<file path="src/sv/tlgs_pkg.sv">
package tlgs_pkg;

    localparam int GOL_ROWS = 32;
    localparam int GOL_COLS = 32;
    localparam int GEN_W    = 32;
    localparam int S_DATA_W = 16;
    localparam int M_DATA_W = 40;

    typedef enum logic [1:0] {
        ACT_WRITE   = 2'd0,
        ACT_READ    = 2'd1,
        ACT_ADVANCE = 2'd2,
        ACT_RESTORE = 2'd3
    } action_t;

    typedef enum logic [1:0] {
        ST_IDLE,
        ST_ADVANCE,
        ST_RD_ISSUE,
        ST_RD_DATA
    } state_t;

    // Glider start pattern, bit c is column c.
    function automatic logic [2:0] start_bits(input int unsigned r);
        logic [2:0] bits;
        case (r)
            0:       bits = 3'b010;
            1:       bits = 3'b100;
            2:       bits = 3'b111;
            default: bits = 3'b000;
        endcase
        return bits;
    endfunction

endpackage

</file>
<file path="src/sv/toroidal_life_grid_stepper_unit.sv">
// Cell write, cell read and restore: the row is read in ST_RD_ISSUE and the result
// is registered from ST_RD_DATA; an input transfer is taken only in ST_IDLE.
// Advance: the row RAM is swept once, one row per cycle through a three-row window
// and a shared row update unit. A new input transfer is taken while a finished
// result still waits.
// Reset (aresetn low, synchronous) loads the glider start pattern through
// per-row valid bits and clears the generation counter; no clearing pass.
module toroidal_life_grid_stepper_unit #(
    parameter int ROWS = tlgs_pkg::GOL_ROWS,
    parameter int COLS = tlgs_pkg::GOL_COLS
) (
    input  logic                          aclk,
    input  logic                          aresetn,
    input  logic                          s_tvalid,
    output logic                          s_tready,
    // action[1:0], row[6:2], col[11:7], cell_in[12], zero fill [15:13]
    input  logic [tlgs_pkg::S_DATA_W-1:0] s_tdata,
    output logic                          m_tvalid,
    input  logic                          m_tready,
    // cell_out[0], generation_count[32:1], zero fill [39:33]
    output logic [tlgs_pkg::M_DATA_W-1:0] m_tdata
);

    import tlgs_pkg::*;

    localparam int RW = (ROWS > 1) ? $clog2(ROWS) : 1;
    localparam int CW = (COLS > 1) ? $clog2(COLS) : 1;
    localparam int SW = $clog2(ROWS + 3);

    state_t            state_reg, state_next;
    action_t           action_reg;
    logic [RW-1:0]     row_idx_reg;
    logic [CW-1:0]     col_idx_reg;
    logic              inside_reg;
    logic              cell_in_reg;
    logic [GEN_W-1:0]  gen_count_reg;
    logic [SW-1:0]     step_reg;
    logic [ROWS-1:0]   row_valid_reg;
    logic [COLS-1:0]   prev_reg, cur_reg, row0_reg;
    logic [RW-1:0]     rd_row_reg;
    logic              rd_valid_reg;
    logic              m_tvalid_reg;
    logic              m_cell_reg;
    logic [GEN_W-1:0]  m_count_reg;

    action_t           in_action;
    logic [4:0]        in_row, in_col;
    logic [RW+4:0]     in_row_wide;
    logic [CW+4:0]     in_col_wide;
    logic              in_inside;
    logic              accept;
    logic              out_busy;

    logic              ram_we, ram_rd_en;
    logic [RW-1:0]     ram_wr_addr, ram_rd_addr;
    logic [COLS-1:0]   ram_wr_data, ram_q;
    logic [COLS-1:0]   eff_row, mod_row, next_row, new_row;
    logic [SW-1:0]     step_m1, step_m3;
    logic              arrive;

    assign in_action   = action_t'(s_tdata[1:0]);
    assign in_row      = s_tdata[6:2];
    assign in_col      = s_tdata[11:7];
    assign in_row_wide = (RW + 5)'(in_row);
    assign in_col_wide = (CW + 5)'(in_col);
    assign in_inside   = ({27'd0, in_row} < 32'(ROWS)) && ({27'd0, in_col} < 32'(COLS));

    assign accept   = s_tvalid && s_tready;
    assign out_busy = m_tvalid_reg && !m_tready;
    assign step_m1  = step_reg - SW'(1);
    assign step_m3  = step_reg - SW'(3);
    assign arrive   = (step_reg >= SW'(1)) && (step_reg <= SW'(ROWS + 1));

    always_comb begin
        eff_row = '0;
        eff_row[2:0] = start_bits(32'(rd_row_reg));
        if (rd_valid_reg) begin
            eff_row = ram_q;
        end
        mod_row = eff_row;
        mod_row[col_idx_reg] = cell_in_reg;
    end

    assign next_row = (step_reg == SW'(ROWS + 2)) ? row0_reg : eff_row;

    tlgs_row_unit #(
        .COLS(COLS)
    ) u_row_unit (
        .prev_row(prev_reg),
        .cur_row (cur_reg),
        .next_row(next_row),
        .new_row (new_row)
    );

    tlgs_ram #(
        .WIDTH(COLS),
        .DEPTH(ROWS)
    ) u_grid_ram (
        .aclk   (aclk),
        .wr_en  (ram_we),
        .wr_addr(ram_wr_addr),
        .wr_data(ram_wr_data),
        .rd_en  (ram_rd_en),
        .rd_addr(ram_rd_addr),
        .rd_data(ram_q)
    );

    always_comb begin
        state_next = state_reg;
        unique case (state_reg)
            ST_IDLE: begin
                if (s_tvalid) begin
                    state_next = (in_action == ACT_ADVANCE) ? ST_ADVANCE : ST_RD_ISSUE;
                end
            end
            ST_ADVANCE: begin
                if (step_reg == SW'(ROWS + 2)) begin
                    state_next = ST_RD_ISSUE;
                end
            end
            ST_RD_ISSUE: begin
                state_next = ST_RD_DATA;
            end
            ST_RD_DATA: begin
                if (!out_busy) begin
                    state_next = ST_IDLE;
                end
            end
            default: begin
                state_next = ST_IDLE;
            end
        endcase
    end

    always_comb begin
        s_tready    = 1'b0;
        ram_rd_en   = 1'b0;
        ram_rd_addr = '0;
        ram_we      = 1'b0;
        ram_wr_addr = '0;
        ram_wr_data = new_row;
        unique case (state_reg)
            ST_IDLE: begin
                s_tready = 1'b1;
            end
            ST_ADVANCE: begin
                if (step_reg <= SW'(ROWS)) begin
                    ram_rd_en   = 1'b1;
                    ram_rd_addr = (step_reg == '0) ? RW'(ROWS - 1) : step_m1[RW-1:0];
                end
                if (step_reg >= SW'(3)) begin
                    ram_we      = 1'b1;
                    ram_wr_addr = step_m3[RW-1:0];
                    ram_wr_data = new_row;
                end
            end
            ST_RD_ISSUE: begin
                ram_rd_en   = 1'b1;
                ram_rd_addr = row_idx_reg;
            end
            ST_RD_DATA: begin
                if (!out_busy && (action_reg == ACT_WRITE) && inside_reg) begin
                    ram_we      = 1'b1;
                    ram_wr_addr = row_idx_reg;
                    ram_wr_data = mod_row;
                end
            end
            default: begin
            end
        endcase
    end

    always_ff @(posedge aclk) begin
        if (!aresetn) begin
            state_reg     <= ST_IDLE;
            gen_count_reg <= '0;
            row_valid_reg <= '0;
            step_reg      <= '0;
            m_tvalid_reg  <= 1'b0;
        end else begin
            state_reg <= state_next;
            if (accept) begin
                step_reg <= '0;
                if (in_action == ACT_RESTORE) begin
                    row_valid_reg <= '0;
                    gen_count_reg <= '0;
                end
            end
            if (state_reg == ST_ADVANCE) begin
                step_reg <= step_reg + SW'(1);
                if (step_reg == SW'(ROWS + 2)) begin
                    gen_count_reg <= gen_count_reg + GEN_W'(1);
                end
            end
            if (ram_we) begin
                row_valid_reg[ram_wr_addr] <= 1'b1;
            end
            if ((state_reg == ST_RD_DATA) && !out_busy) begin
                m_tvalid_reg <= 1'b1;
            end else if (m_tvalid_reg && m_tready) begin
                m_tvalid_reg <= 1'b0;
            end
        end
    end

    always_ff @(posedge aclk) begin
        if (accept) begin
            action_reg  <= in_action;
            row_idx_reg <= in_row_wide[RW-1:0];
            col_idx_reg <= in_col_wide[CW-1:0];
            inside_reg  <= in_inside;
            cell_in_reg <= s_tdata[12];
        end
        if (ram_rd_en) begin
            rd_row_reg   <= ram_rd_addr;
            rd_valid_reg <= row_valid_reg[ram_rd_addr];
        end
        if ((state_reg == ST_ADVANCE) && arrive) begin
            prev_reg <= cur_reg;
            cur_reg  <= eff_row;
            if (step_reg == SW'(2)) begin
                row0_reg <= eff_row;
            end
        end
        if ((state_reg == ST_RD_DATA) && !out_busy) begin
            m_count_reg <= gen_count_reg;
            if (!inside_reg) begin
                m_cell_reg <= 1'b0;
            end else if (action_reg == ACT_WRITE) begin
                m_cell_reg <= cell_in_reg;
            end else begin
                m_cell_reg <= eff_row[col_idx_reg];
            end
        end
    end

    assign m_tvalid = m_tvalid_reg;
    assign m_tdata  = {7'd0, m_count_reg, m_cell_reg};

`ifndef NO_ASSERTIONS
    a_gen_step: assert property (@(posedge aclk) disable iff (!aresetn)
        (gen_count_reg != $past(gen_count_reg)) |->
        (gen_count_reg == $past(gen_count_reg) + GEN_W'(1) || gen_count_reg == '0))
        else $error("generation counter moved by other than one or a restore");

    a_restore: assert property (@(posedge aclk) disable iff (!aresetn)
        (accept && (in_action == ACT_RESTORE)) |=>
        (row_valid_reg == '0 && gen_count_reg == '0))
        else $error("restore did not reload the start pattern");

    a_hold_result: assert property (@(posedge aclk) disable iff (!aresetn)
        (state_reg == ST_RD_DATA && m_tvalid_reg && !m_tready) |=>
        (state_reg == ST_RD_DATA))
        else $error("result produced while the output register was occupied");

    a_no_collision: assert property (@(posedge aclk) disable iff (!aresetn)
        (ram_we && ram_rd_en) |-> (ram_wr_addr != ram_rd_addr))
        else $error("row RAM read and write at the same address");
`endif

endmodule

</file>
<file path="src/sv/tlgs_ram.sv">
module tlgs_ram #(
    parameter int WIDTH = 32,
    parameter int DEPTH = 32
) (
    input  logic                                aclk,
    input  logic                                wr_en,
    input  logic [((DEPTH > 1) ? $clog2(DEPTH) : 1)-1:0] wr_addr,
    input  logic [WIDTH-1:0]                    wr_data,
    input  logic                                rd_en,
    input  logic [((DEPTH > 1) ? $clog2(DEPTH) : 1)-1:0] rd_addr,
    output logic [WIDTH-1:0]                    rd_data
);

    logic [WIDTH-1:0] mem [DEPTH];

    always_ff @(posedge aclk) begin
        if (wr_en) begin
            mem[wr_addr] <= wr_data;
        end
        if (rd_en) begin
            rd_data <= mem[rd_addr];
        end
    end

endmodule

</file>
<file path="src/sv/tlgs_row_unit.sv">
module tlgs_row_unit #(
    parameter int COLS = 32
) (
    input  logic [COLS-1:0] prev_row,
    input  logic [COLS-1:0] cur_row,
    input  logic [COLS-1:0] next_row,
    output logic [COLS-1:0] new_row
);

    for (genvar c = 0; c < COLS; c++) begin : g_col
        localparam int LF = (c + COLS - 1) % COLS;
        localparam int RT = (c + 1) % COLS;
        logic [3:0] n;

        assign n = 4'(prev_row[LF]) + 4'(prev_row[c]) + 4'(prev_row[RT])
                 + 4'(cur_row[LF]) + 4'(cur_row[RT])
                 + 4'(next_row[LF]) + 4'(next_row[c]) + 4'(next_row[RT]);

        assign new_row[c] = (n == 4'd3) || (cur_row[c] && (n == 4'd2));
    end

endmodule

</file>
<file path="config.mk">
export PLATFORM = sky130hd
export DESIGN_NAME = toroidal_life_grid_stepper_unit
export DESIGN_NICKNAME = d
export VERILOG_FILES = /design/src/sv/tlgs_pkg.sv /design/src/sv/toroidal_life_grid_stepper_unit.sv /design/src/sv/tlgs_ram.sv /design/src/sv/tlgs_row_unit.sv
export SDC_FILE = /design/constraint.sdc
export NUM_CORES = 2
export LEC_CHECK = 0
export BUFFER_PORTS_ARGS = -buffer_cell sky130_fd_sc_hd__buf_2
export CAP_MARGIN = 10
export CORE_AREA = 2 2 429 261
export CTS_CLUSTER_DIAMETER = 120
export DETAILED_ROUTE_END_ITERATION = 8
export DIE_AREA = 0 0 431 263
export PLACE_DENSITY = 0.67
export SLEW_MARGIN = 20
export SYNTH_ARGS = -nofsm -noshare
export SYNTH_HDL_FRONTEND = slang
export SYNTH_HIERARCHICAL = 1
export SYNTH_SLANG_ARGS = --single-unit
</file>
<file path="constraint.sdc">
create_clock -name aclk -period 9.59 [get_ports aclk]
set_input_delay 1.918 -clock aclk [delete_from_list [all_inputs] [get_ports aclk]]
set_output_delay 1.918 -clock aclk [all_outputs]
set_load 0.1 [all_outputs]
</file>
==> run metrics <==
status=completed; share of layout cells above drive strength 1=11.2%; endpoints failing hold=0; Post-Syn Area=56,400 um^2; most area-hungry cell type in the Yosys netlist=edfxtp_1; largest net degree at the start of global routing=120; Clock Sinks=1,277; Gates resized, CTS repair=0; clock buffer count from CTS=111; hold buffer count at CTS=0; Setup WS post-layout=3.54 ns; switching power=7550 uW; Internal=12,900 uW; Max-cap violations=0; Crit. End Element=flip-flop; placed cell areas=58,700 um^2; syn avg cell area=14.8 um^2; H-tree depth=3; 1st-iter DRT viols=4,220; sequential area share after synthesis=66.7%; Crit path max-delay family=adder cells; post-synth top area share=64.1%; FF+latch count, synth=1,277; max incr delay on CP=0.73 ns; Detailed Routing Iterations Pass 1=7; chip width=431 um; dpl ws=3.39 ns; Via density=6.06; Total Wirelength=140,000 um; Rel. slew slack=28.5%; total negative slack=0 ns; Seq pwr share=41.0%; synth warn=6; core footprint=109,000 um^2; max FFs per register=1,024; Worst-Margin Slew=1.07 ns; Final Max Tran Viols=0; Clock Skew=0.0230 ns; area grow syn2layout=10.1%; FP Rows=94; Pleak=0.0208 uW; Post-Synthesis Cells=3,810; initial antenna violation count=3; die area=113,000 um^2; Post-synth EDFFs=1,204; most frequent cell on the critical path=fa_1; Post-DP HPWL=81,900 um; vias post-DR=32,824; Req. time, crit path=9.99 ns; Routed Antenna Nets=0; Placed Cells=5,207; Synth area leaders=edfxtp_1 (64%), mux2i_1 (9.6%), fa_1 (4.5%), dfxtp_1 (2.6%), ha_1 (2.4%); Final Setup Violations=0; vias in the first global route=30,827; shortest period the worst path allows=6.05 ns; CTS tree=yes; WL/cell=25.9 um; RSZ-0062 raised after global routing=no; Root Driver=clkbuf_16; final hold slack=0.481 ns; Design Area, Final=62,200 um^2; WP data arrival=6.44 ns; Setup Buffers After CTS=0; final cell count without fillers=5,415; Top reg by flops=u_grid_ram/mem; gpl congestion=0.861; crit-path max FO=47; residual DRC count=0; Achievable Freq=165 MHz; # port buffers=51; Netlist cell types=69; Clock Latency Late Sink=0.73 ns; maximum vdd drop=0.250 mV; GRT Total Usage=24.6%; cell chain of the critical path=or3_1, nor2_4, buf_4, mux2_2, inv_1, fa_1, fa_1, fa_1, inv_1, ha_1, fa_1, or2_2, a21oi_1, nor2_1, a21oi_4; critical path class=flip-flop to flip-flop; startpoint type of the worst setup path=flip-flop; final worst path period share=63.1%; # IOs=62; die height=263 um; ys flop type=edfxtp_1; Combinational Power Share=38.0%; Starting Density=51.8%; Slowest-stage cell, CP=a21oi_4; Net Sw Frac=36.9%; fill count=8,479; Nets=4,134; first-pass GRT wire length=206,000 um; deepest clock path buffer count=3; Clock power frac=21.0%; clock-pin transition on the worst setup and hold timing paths=0.07 ns; total grt overflow=0; Post-synth ARST share=0%; CP bufs+invs=3; Hold WC Path Type=flip-flop to flip-flop; PD cells=329 nW/um^2
## Yosys cell counts, drive strengths merged (94+ instances only)
library cell and count:
nand2 191, buf 98, a22oi 127, ha 106, clkbuf 94, fa 127
mux2i 544, edfxtp 1204, a21oi 211, nand3 161, inv 243, nor2 151
## layout make-up
class | count | area (um^2) | share of cell area [%]
Tap cell | 1440 | 1800 | 2.90
Multi-Input combinational cell | 2103 | 17400 | 28.0
Clock buffer | 134 | 2910 | 4.68
Sequential cell | 1277 | 37600 | 60.5
Clock inverter | 71 | 495 | 0.797
Timing Repair Buffer | 144 | 1020 | 1.63
Antenna cell | 2 | 5.00 | 0.00805
Inverter | 244 | 923 | 1.49
## per-layer routing
layer	GRT usage, %	vias up	wire length, um
met5	0	-	0
met4	5.15	0	2450
met3	4.56	191	13700
met2	33.3	1476	57500
met1	40.8	16750	66600
li1	-	14407	-
## placed cells by master (no fill, tap or decap), drive strengths merged, types with 6 or more instances in the layout
cell type  count
mux2i        544
nand4         13
a22o          65
buf          144
nor2         151
and2          30
nor4           6
nand2b        11
nand3        161
and3           8
nor3          48
ha           106
nand2        191
clkbuf       134
or2           35
dfxtp         73
conb           7
edfxtp      1204
a22oi        127
nand3b        11
xor2          11
clkinv        59
o21ai         76
fa           127
mux4           6
mux2          24
inv          247
nor2b         12
a31oi         43
xnor2          9
a32oi          6
a21oi        211
## stage by stage
stage	total power (uW)	util (%)
global route	21500	57.0
CTS	20500	57.0
finish	20500	57.0
floorplan	13500	-
global placement	16000	53.8
detailed placement	16200	53.8
## worst reg2reg max path, stage by stage, from the launching register on
cell and delay [ns]:
dfxtp_1 0.51, or3_1 0.54, nor2_4 0.12, buf_4 0.52
mux2_2 0.50, inv_1 0.13, fa_1 0.45, fa_1 0.48
fa_1 0.49, inv_1 0.04, ha_1 0.20, fa_1 0.38
or2_2 0.28, a21oi_1 0.18, nor2_1 0.10, a21oi_4 0.73
## logic make-up after synthesis
kind of cell / synth area share (%)
muxes: 10.4
other: 0.00664
adders and majority gates: 6.91
AOI/OAI and AO/OA: 6.34
buffers and inverters: 3.47
xor gates and xnor gates: 0.310
and+or+nand+nor: 5.94
DFF: 66.7
## power groups by stage
| stage | clock (uW) | sequential (uW) | combinational [uW] |
|---|---|---|---|
| after floorplan | 0 | 8650 | 4860 |
| after global placement | 0 | 8530 | 7440 |
| after detailed placement | 0 | 8520 | 7650 |
| after CTS | 4360 | 8400 | 7700 |
| after global routing | 4560 | 8420 | 8510 |
| final | 4300 | 8400 | 7770 |
## final timing paths
check	from	end	cells after the start	slack, ns
worst max-delay path	step_reg[2]$_SDFFE_PN0P_	u_grid_ram/mem[6][30]$_DFFE_PP_	15	3.54
worst min-delay path	cur_reg[11]$_DFFE_PP_	prev_reg[11]$_DFFE_PP_	0	0.48
worst max register to register	step_reg[2]$_SDFFE_PN0P_	u_grid_ram/mem[6][30]$_DFFE_PP_	15	3.54
worst min register to register	cur_reg[11]$_DFFE_PP_	prev_reg[11]$_DFFE_PP_	0	0.48
Power figures use the tool's default switching activity.
